$ cat src/fpfa_pkg.sv
`timescale 1ns / 1ps
// Shared types and constants for the fixed partition fit allocator.
// No dependencies; used by fpfa_cell and fixed_partition_fit_allocator.
package fpfa_pkg;

  localparam int SIZE_W = 10;
  localparam int SLOT_W = 4;
  localparam int IDX_W  = 6;
  localparam int POL_W  = 2;
  localparam int CNT_W  = 5;

  localparam logic [POL_W-1:0] POL_FIRST = 2'd0;
  localparam logic [POL_W-1:0] POL_BEST  = 2'd1;
  localparam logic [POL_W-1:0] POL_WORST = 2'd2;

  localparam logic REQ_LOAD  = 1'b0;
  localparam logic REQ_ALLOC = 1'b1;

  localparam logic REG_FIT_POLICY = 1'b0;
  localparam logic REG_PARTS      = 1'b1;

  localparam logic [CNT_W-1:0] PARTS_RESET = 5'd16;

  typedef enum logic [1:0] {
    ST_IDLE,
    ST_SCAN,
    ST_FINISH
  } state_t;

  typedef struct packed {
    logic              valid;
    logic [SIZE_W-1:0] want;
    logic              found;
    logic [IDX_W-1:0]  idx;
    logic [SIZE_W-1:0] size;
  } scan_t;

endpackage

$ cat src/fpfa_cell.sv
`timescale 1ns / 1ps
// One partition cell: holds a size and a used mark, updates the passing scan token.
// Depends on fpfa_pkg.
module fpfa_cell #(
  parameter int CELL_IDX = 0
) (
  input  logic                       clk,
  input  logic                       rst,
  input  fpfa_pkg::scan_t            tok_in,
  input  logic                       en,
  input  logic [fpfa_pkg::POL_W-1:0] policy,
  input  logic                       wr_en,
  input  logic [fpfa_pkg::SIZE_W-1:0] wr_size,
  input  logic                       set_used,
  input  logic                       clr_used,
  output fpfa_pkg::scan_t            tok_out,
  output logic                       used
);
  import fpfa_pkg::*;

  logic [SIZE_W-1:0] size;
  logic              fits;
  logic              take;
  scan_t             tok_next;

  always_comb begin
    fits = en && !used && (size >= tok_in.want);
    take = fits && (!tok_in.found ||
                    ((policy == POL_BEST) && (size < tok_in.size)) ||
                    ((policy == POL_WORST) && (size > tok_in.size)));
    tok_next = tok_in;
    if (take) begin
      tok_next.found = 1'b1;
      tok_next.idx   = IDX_W'(CELL_IDX);
      tok_next.size  = size;
    end
  end

  always_ff @(posedge clk) begin
    if (wr_en) begin
      size <= wr_size;
    end
  end

  always_ff @(posedge clk) begin
    if (rst) begin
      used <= 1'b0;
    end else if (clr_used) begin
      used <= 1'b0;
    end else if (set_used) begin
      used <= 1'b1;
    end
  end

  always_ff @(posedge clk) begin
    if (rst) begin
      tok_out.valid <= 1'b0;
    end else begin
      tok_out.valid <= tok_in.valid;
    end
    tok_out.want  <= tok_next.want;
    tok_out.found <= tok_next.found;
    tok_out.idx   <= tok_next.idx;
    tok_out.size  <= tok_next.size;
  end

endmodule

$ cat src/fixed_partition_fit_allocator.sv
`timescale 1ns / 1ps
// Top level: APB registers, item control and the chain of partition cells.
// Depends on fpfa_pkg and fpfa_cell.
//
//   channel | signals                                        | direction
//   input   | in_valid/in_ready, req_type slot amount batch_end | in
//   output  | out_valid/out_ready, granted granted_slot granted_size | out
//   config  | psel penable pwrite paddr pwdata prdata pready  | APB
//
// A load item goes from idle straight to the finish step; an allocate item first
// passes the scan step, the scan token stepping through one cell per cycle.
// One item is in work at a time; the next is accepted while a result waits.
// A waiting result stalls only the finish step, not acceptance of the next item.
// Reset is synchronous and frees every partition; sizes are undefined until loaded.
module fixed_partition_fit_allocator #(
  parameter int NUM_PARTITIONS = 16
) (
  input  logic                        clk,
  input  logic                        rst,
  input  logic                        in_valid,
  output logic                        in_ready,
  input  logic                        req_type,
  input  logic [fpfa_pkg::SLOT_W-1:0] slot,
  input  logic [fpfa_pkg::SIZE_W-1:0] amount,
  input  logic                        batch_end,
  output logic                        out_valid,
  input  logic                        out_ready,
  output logic                        granted,
  output logic [fpfa_pkg::SLOT_W-1:0] granted_slot,
  output logic [fpfa_pkg::SIZE_W-1:0] granted_size,
  input  logic                        psel,
  input  logic                        penable,
  input  logic                        pwrite,
  input  logic [2:0]                  paddr,
  input  logic [31:0]                 pwdata,
  output logic [31:0]                 prdata,
  output logic                        pready
);
  import fpfa_pkg::*;

  state_t            state;
  state_t            state_next;
  logic [POL_W-1:0]  fit_policy;
  logic [CNT_W-1:0]  partitions_in_use;
  logic              item_batch_end;
  logic              res_found;
  logic [IDX_W-1:0]  res_idx;
  logic [SIZE_W-1:0] res_size;
  logic              in_fire;
  logic              finish_fire;
  logic              cfg_wr;

  scan_t                   tok [0:NUM_PARTITIONS];
  logic [NUM_PARTITIONS-1:0] tok_busy;
  logic [NUM_PARTITIONS-1:0] used_vec;

  assign pready = 1'b1;
  assign cfg_wr = psel && penable && pwrite;

  always_ff @(posedge clk) begin
    if (rst) begin
      fit_policy        <= POL_FIRST;
      partitions_in_use <= PARTS_RESET;
    end else if (cfg_wr) begin
      if (paddr[2] == REG_FIT_POLICY) begin
        fit_policy <= pwdata[POL_W-1:0];
      end else begin
        partitions_in_use <= pwdata[CNT_W-1:0];
      end
    end
  end

  always_comb begin
    if (paddr[2] == REG_PARTS) begin
      prdata = {{(32-CNT_W){1'b0}}, partitions_in_use};
    end else begin
      prdata = {{(32-POL_W){1'b0}}, fit_policy};
    end
  end

  always_comb begin
    state_next = state;
    case (state)
      ST_IDLE: begin
        if (in_valid) begin
          state_next = (req_type == REQ_ALLOC) ? ST_SCAN : ST_FINISH;
        end
      end
      ST_SCAN: begin
        if (tok[NUM_PARTITIONS].valid) begin
          state_next = ST_FINISH;
        end
      end
      ST_FINISH: begin
        if (!out_valid || out_ready) begin
          state_next = ST_IDLE;
        end
      end
      default: state_next = ST_IDLE;
    endcase
  end

  always_comb begin
    in_ready    = (state == ST_IDLE);
    in_fire     = in_ready && in_valid;
    finish_fire = (state == ST_FINISH) && (!out_valid || out_ready);
  end

  always_ff @(posedge clk) begin
    if (rst) begin
      state <= ST_IDLE;
    end else begin
      state <= state_next;
    end
  end

  always_ff @(posedge clk) begin
    if (in_fire) begin
      item_batch_end <= batch_end;
      res_found      <= 1'b0;
      res_idx        <= '0;
      res_size       <= '0;
    end else if ((state == ST_SCAN) && tok[NUM_PARTITIONS].valid) begin
      res_found <= tok[NUM_PARTITIONS].found;
      res_idx   <= tok[NUM_PARTITIONS].idx;
      res_size  <= tok[NUM_PARTITIONS].size;
    end
  end

  always_ff @(posedge clk) begin
    if (rst) begin
      out_valid <= 1'b0;
    end else if (finish_fire) begin
      out_valid <= 1'b1;
    end else if (out_ready) begin
      out_valid <= 1'b0;
    end
    if (finish_fire) begin
      granted      <= res_found;
      granted_slot <= res_idx[SLOT_W-1:0];
      granted_size <= res_size;
    end
  end

  always_comb begin
    tok[0].valid = in_fire && (req_type == REQ_ALLOC);
    tok[0].want  = amount;
    tok[0].found = 1'b0;
    tok[0].idx   = '0;
    tok[0].size  = '0;
  end

  for (genvar i = 0; i < NUM_PARTITIONS; i++) begin : g_cell
    logic cell_en;
    logic cell_wr;
    logic cell_set;

    assign cell_en  = int'(partitions_in_use) > i;
    assign cell_wr  = in_fire && (req_type == REQ_LOAD) && (int'(slot) == i);
    assign cell_set = finish_fire && res_found && (res_idx == IDX_W'(i));
    assign tok_busy[i] = tok[i+1].valid;

    fpfa_cell #(
      .CELL_IDX (i)
    ) u_cell (
      .clk      (clk),
      .rst      (rst),
      .tok_in   (tok[i]),
      .en       (cell_en),
      .policy   (fit_policy),
      .wr_en    (cell_wr),
      .wr_size  (amount),
      .set_used (cell_set),
      .clr_used (finish_fire && item_batch_end),
      .tok_out  (tok[i+1]),
      .used     (used_vec[i])
    );
  end

  a_tail_in_scan: assert property (@(posedge clk) disable iff (rst)
    tok[NUM_PARTITIONS].valid |-> state == ST_SCAN)
    else $error("scan token left the chain outside a scan");

  a_chain_empty_idle: assert property (@(posedge clk) disable iff (rst)
    in_ready |-> tok_busy == '0)
    else $error("scan token still in the chain while idle");

  a_refused_zero: assert property (@(posedge clk) disable iff (rst)
    (out_valid && !granted) |-> (granted_slot == '0) && (granted_size == '0))
    else $error("refused item carries a slot or size");

  a_batch_clear: assert property (@(posedge clk) disable iff (rst)
    (finish_fire && item_batch_end) |=> used_vec == '0)
    else $error("batch end left a partition marked used");

endmodule

$ cat config.mk
export PLATFORM = sky130hd
export DESIGN_NAME = fixed_partition_fit_allocator
export DESIGN_NICKNAME = d
export VERILOG_FILES = /design/src/fpfa_pkg.sv /design/src/fpfa_cell.sv /design/src/fixed_partition_fit_allocator.sv
export SDC_FILE = /design/constraint.sdc
export NUM_CORES = 1
export LEC_CHECK = 0
export ABC_CLOCK_PERIOD_IN_PS = 3700
export BUFFER_PORTS_ARGS = -buffer_cell sky130_fd_sc_hd__buf_2
export CAP_MARGIN = 20
export CORE_MARGIN = 8
export CORE_UTILIZATION = 60
export CTS_BUF_LIST = sky130_fd_sc_hd__clkbuf_8
export DETAILED_ROUTE_END_ITERATION = 12
export GPL_ROUTABILITY_DRIVEN = 0
export PLACE_DENSITY_LB_ADDON = 0.3
export SYNTH_ARGS = -nofsm -noshare
export SYNTH_HDL_FRONTEND = slang
export SYNTH_SLANG_ARGS = --single-unit
$ cat constraint.sdc
create_clock -name clk -period 3.7 [get_ports clk]
set_clock_uncertainty 0.15 [all_clocks]
set_input_delay 0.37 -clock clk [delete_from_list [all_inputs] [get_ports clk]]
set_output_delay 0.37 -clock clk [all_outputs]
set_load 0.02 [all_outputs]
==> After elaboration in Yosys (flattened, before gate mapping) <==
Cells that the tools add are included.
{ "op_classes": {"magnitude_cmp": 62, "eq_ne": 37, "n_mux": 24, "bitwise_logic": 2, "n_reduce_logical": 189} }
{ "op_table": {"columns": ["op", "n"], "rows": [
  ["10-bit greater-or-equal comparator", 16],
  ["10-bit greater-than comparator", 15],
  ["10-bit less-than comparator", 15],
  ["10-bit 2-to-1 mux", 15],
  ["1-bit logical AND", 118],
  ["6-bit by 4-bit equality test with 1-bit output (second input constant)", 8],
  ["5-bit by 4-bit greater-than comparator with 1-bit output (second input constant)", 8],
  ["4-bit equality test (second input constant)", 8],
  ["1-bit zero test", 32],
  ["1-bit logical OR", 31],
  ["6-bit by 3-bit equality test with 1-bit output (second input constant)", 4],
  ["5-bit by 3-bit greater-than comparator with 1-bit output (second input constant)", 4],
  ["17-bit 2-to-1 mux", 1],
  ["4-bit by 3-bit equality test with 1-bit output (second input constant)", 4],
  ["6-bit by 2-bit equality test with 1-bit output (second input constant)", 2],
  ["5-bit by 1-bit greater-than comparator with 1-bit output (second input constant)", 2],
  ["5-bit by 2-bit greater-than comparator with 1-bit output (second input constant)", 2],
  ["4-bit by 2-bit equality test with 1-bit output (second input constant)", 2],
  ["2-bit 2-to-1 mux", 4],
  ["6-bit by 1-bit equality test with 1-bit output (second input constant)", 1],
  ["6-bit zero test", 1],
  ["2-bit one-hot mux with 3 select lines", 1],
  ["5-bit 2-to-1 mux", 1],
  ["2-bit by 1-bit equality test with 1-bit output (second input constant)", 2],
  ["other kinds (12)", 17]
]} }
{ "totals": {"reg_bits": 657, "in_bits": 58, "out_inout_bits": 50, "word_cells": 436} }

==> Longest topological paths before layout <==
{ "logic_depth": {"depth_word": 6, "ltp_mapped": 9, "mapped_depth_nobuf": 8} }

==> Hierarchy <==
Synthesis repeated with hierarchy kept, for this count alone.
{ "unflattened": {"hier_cells": 2448, "hier_area_um2": 27964.3} }
{ "by_module_without_submodules": {"columns": ["mod", "n_inst", "cells_per_inst", "area_each_um2", "seq_area_each_um2"], "rows": [
  ["fpfa_cell at g_cell[11].u_cell ...", 9, 137, 1604.0, 880.8],
  ["fpfa_cell at g_cell[10].u_cell ...", 6, 137, 1615.3, 880.8],
  ["fixed_partition_fit_allocator", 1, 256, 2203.4, 1021.0],
  ["fpfa_cell at g_cell[0].u_cell", 1, 137, 1632.8, 880.8]
]} }

==> Worst setup path before layout <==
Ideal clock, no wire load.
{ "synth_timing": {"kind": "register -> register", "from": "register g_cell[9].u_cell.size[5]", "to": "register g_cell[9].u_cell.tok_out[3] in the netlist's numbering", "setup_ns": 0.123, "arrival_time_ns": 2.509, "t_required_ns": 3.427, "setup_slack_ns": 0.917, "path_stages_with_launch": 9, "path_buffers": 1, "period_less_slack_ns": 2.783, "path_cell_list": "edfxtp_1 ha_1 a41oi_1 o21ai_1 a2111oi_1 mux2_1 a21oi_2 buf_2 mux2_1"} }
{ "synth_lines": {"columns": ["item", "line", "text"], "rows": [
  ["from (decl)", "fpfa_cell.sv:21", "logic [SIZE_W-1:0] size;"],
  ["from (signal assigned)", "fpfa_cell.sv:41", "size <= wr_size;"],
  ["to (decl)", "fpfa_cell.sv:16", "output fpfa_pkg::scan_t tok_out,"]
]} }

==> results.cfg <==
[sta]
relSlewSlack_pct = 29.82
setup_viol = 0
max_freq_ghz = 0.3124
worst_slack_ps = 498.7
setup_tns_ps = 0
min_period_ps = 3201
worstMarginPinSlew_ps = 1049
drv_slew = 0
rsz0062_at_grt = false
period_share_pct = 86.52
hold_viol = 0

[setup_path]
reg2reg_slack_ps = 500
critPathSlowestCell = a21oi_2
cp-start-kind = register
rr_worst_depth = 7
worstSetupEndpointType = register
crit_chain = ha_1 > a41oi_1 > o21ai_1 > a2111oi_1 > mux2_1 > a21oi_2 > mux2_2
critPathKind = reg2reg
rr_startpoint = g_cell[9].u_cell.size[5]
worstPathMaxFanout = 14
r2r-end = g_cell[9].u_cell.tok_out[9]
cp_top_family = compound AO/OA/AOI/OAI gates
arrival_ps = 3580
required_ps = 4080
crit_buf_inv = 0
cpPeakStageDelay_ps = 590

[synth]
synth.distinct_cells = 60
seq_area_frac_synth_pct = 54.54
avgSynthCellArea_um2 = 11.53
synthTopCellsByArea = dfxtp_1 34%, edfxtp_1 21%, ha_1 15%
synthesis.area_um2 = 25550
synth_top_area_share_pct = 33.85
synth_edf_count = 176
synth_top_area_cell = dfxtp_1
netlist_instances = 2215
yosysWarnings = 0
yosysMostFrequentCell = dfxtp_1
async_flop_share_pct = 0
synthFlopType = dfxtp_1
ys_top_cells_by_count = 432 x dfxtp_1, 337 x inv_1, 310 x ha_1
ys_ff_latch = 608

[finish]
register_area_um2 = 13930
fill_cells = 2995
layout-drive-gt1-share_pct = 15.09
multiInputGateArea_um2 = 10070
final_cells = 2998
final_cell_area_um2 = 28700
fin_nets = 2749
syn_to_final_growth_pct = 12.32

[global_route]
grt_start_max_net_pins = 28
busiest_layer = met2
use_met2_pct = 40.14
grt_pass1_wl_um = 87690
overflow = 0
grt_usage_pct = 22.05
grt_pass1_vias = 17180
met1_usage_pct = 24.89
use_met3_pct = 4.136
antenna_found_initial = 1

[clocking]
postCtsHoldBufs = 25
cts_sinks = 608
clk_latency_ps = 670
cts_tree = yes
cts.htree.levels = 3
postCtsSetupBuffers = 0
cts_buffers = 93
clk_pin_slew_ps = 60
clock-root-buffer = clkbuf_8
clockBufferDepth = 3
cts-resized-gates = 0

[power]
clkPwrFrac_pct = 34.7
internal_power_mw = 12.49
p_leak_nw = 13.20
comb_power_share_pct = 16.4
net-switching-power_mw = 4.397
fin_total_pwr_mw = 16.88
power_density_nw_per_um2 = 588.3
p_seq_share_pct = 48.9
swShare_pct = 26.04
peakVddDrop_mv = 0.4946

[detailed_routing]
avgViaCountPerCell = 5.417
drtIter0Drc = 859
vias = 16240
postRouteAntennaNets = 0
drt-total-wl_um = 54830
drc = 0
firstDrtPassIters = 5
wire_per_inst_um = 18.29

[hold_path]
min_to = g_cell[0].u_cell.tok_out[20]
hp-class = in2reg
hold_depth = 2
min_from = amount[3]

[status]
status = complete, no violations

[placed_design]
portBuffers = 50
dp_cells = 2799
post_dp_cell_area_um2 = 26410
post-dp-hpwl_um = 40270
preCtsSetupSlack_ps = 549.1

[floorplanning]
initial_utilization_pct = 60.90
dieArea_um2 = 49440
core_area_um2 = 41950
die_x_um = 222.3
boundaryPins = 108
dieHeight_um = 222.3
rows = 75

[flow_run]
max_cap_violations = 0
==> routing by layer <==
| metal | vias to the layer above | routed length [um] |
|---|---|---|
| met5 | - | 0 |
| met4 | 0 | 2072 |
| met3 | 149 | 2140 |
| met2 | 331 | 27980 |
| met1 | 7792 | 22640 |
| li1 | 7969 | - |
==> cells in the final DEF (no fill, tap or decap), types with 17 or more instances in the layout <==
cell and count:
buf_4 28, edfxtp_1 176, o21ai_0 25, a211oi_1 27, clkbuf_8 110, ha_1 310, nand3_1 30, dlygate4sd3_1 25
dfxtp_1 432, conb_1 28, o31ai_1 28, nor2b_1 40, a21o_1 31, nor2_1 72, nor3_1 17, buf_2 50
nand2b_1 46, mux2_2 121, inv_1 368, a21oi_1 127, or2_2 17, mux2_1 33, nand2_1 94, nand4_1 46
==> state kept, by name, indices dropped and copies added, names as in the netlist <==
register and flops:
fit_policy 2, g_cell.u_cell.size 160, g_cell.u_cell.tok_out 391, g_cell.u_cell.used 16, granted 1, granted_size 10
granted_slot 4, item_batch_end 1, out_valid 1, partitions_in_use 5, res_found 1, res_idx 4
res_size 10, state 2
==> worst register-to-register path, stage by stage, from the launching register on <==
cell       delay [ps]
edfxtp_1          420
ha_1              330
a41oi_1           210
o21ai_1           120
a2111oi_1         460
mux2_1            380
a21oi_2           590
mux2_2            420
==> metrics by stage <==
stage / utilization (%) / hold WS, ps
4_1_cts: 68.38 / 11.16
3_3_place_gp: 62.96 / 186.4
2_1_floorplan: - / 180.8
6_report: 68.41 / 59.77
5_1_grt: 68.41 / 19.27
3_5_place_dp: 62.96 / 185.0
==> final cells by class <==
class                           instances  area share (%)
Inverter                              337           4.408
Sequential cell                       608           48.56
Tap cell                              539           2.350
Multi-Input combinational cell       1237           35.11
Antenna cell                            1        0.008721
Clock buffer                          110           5.276
Clock inverter                         62           1.775
Timing Repair Buffer                  104           2.516
==> kinds of logic after synthesis <==
logic type / synth area share, %
DFF: 54.54
and+or+nand+nor: 8.644
other: 0.02940
adders and majority gates: 15.18
muxes: 7.062
AOI/OAI and AO/OA: 8.135
buffers and inverters: 6.406
==> worst max-delay path by stage <==
stage	start	endpoint	slack (ps)	cells past startpoint
after CTS	g_cell[9].u_cell.size[5]	g_cell[9].u_cell.tok_out[9]	520	7
after floorplan	g_cell[9].u_cell.size[5]	g_cell[9].u_cell.tok_out[3]	920	8
after global placement	g_cell[9].u_cell.size[5]	g_cell[9].u_cell.tok_out[0]	650	7
final	g_cell[9].u_cell.size[5]	g_cell[9].u_cell.tok_out[9]	500	7
after detailed placement	g_cell[9].u_cell.size[5]	g_cell[9].u_cell.tok_out[0]	550	7
after global routing	g_cell[9].u_cell.size[5]	g_cell[9].u_cell.tok_out[9]	300	7
==> power groups by stage <==
stage          Combinational, mW  Clock (mW)  Sequential (mW)
6_report                    2.76        5.86             8.26
5_1_grt                     3.12        6.26             8.36
4_1_cts                     2.77        5.98             8.27
3_5_place_dp                2.72           0             8.40
3_3_place_gp                2.57           0             8.39
2_1_floorplan               2.11           0             8.18
Note: power is estimated with default switching activity, not from simulation.
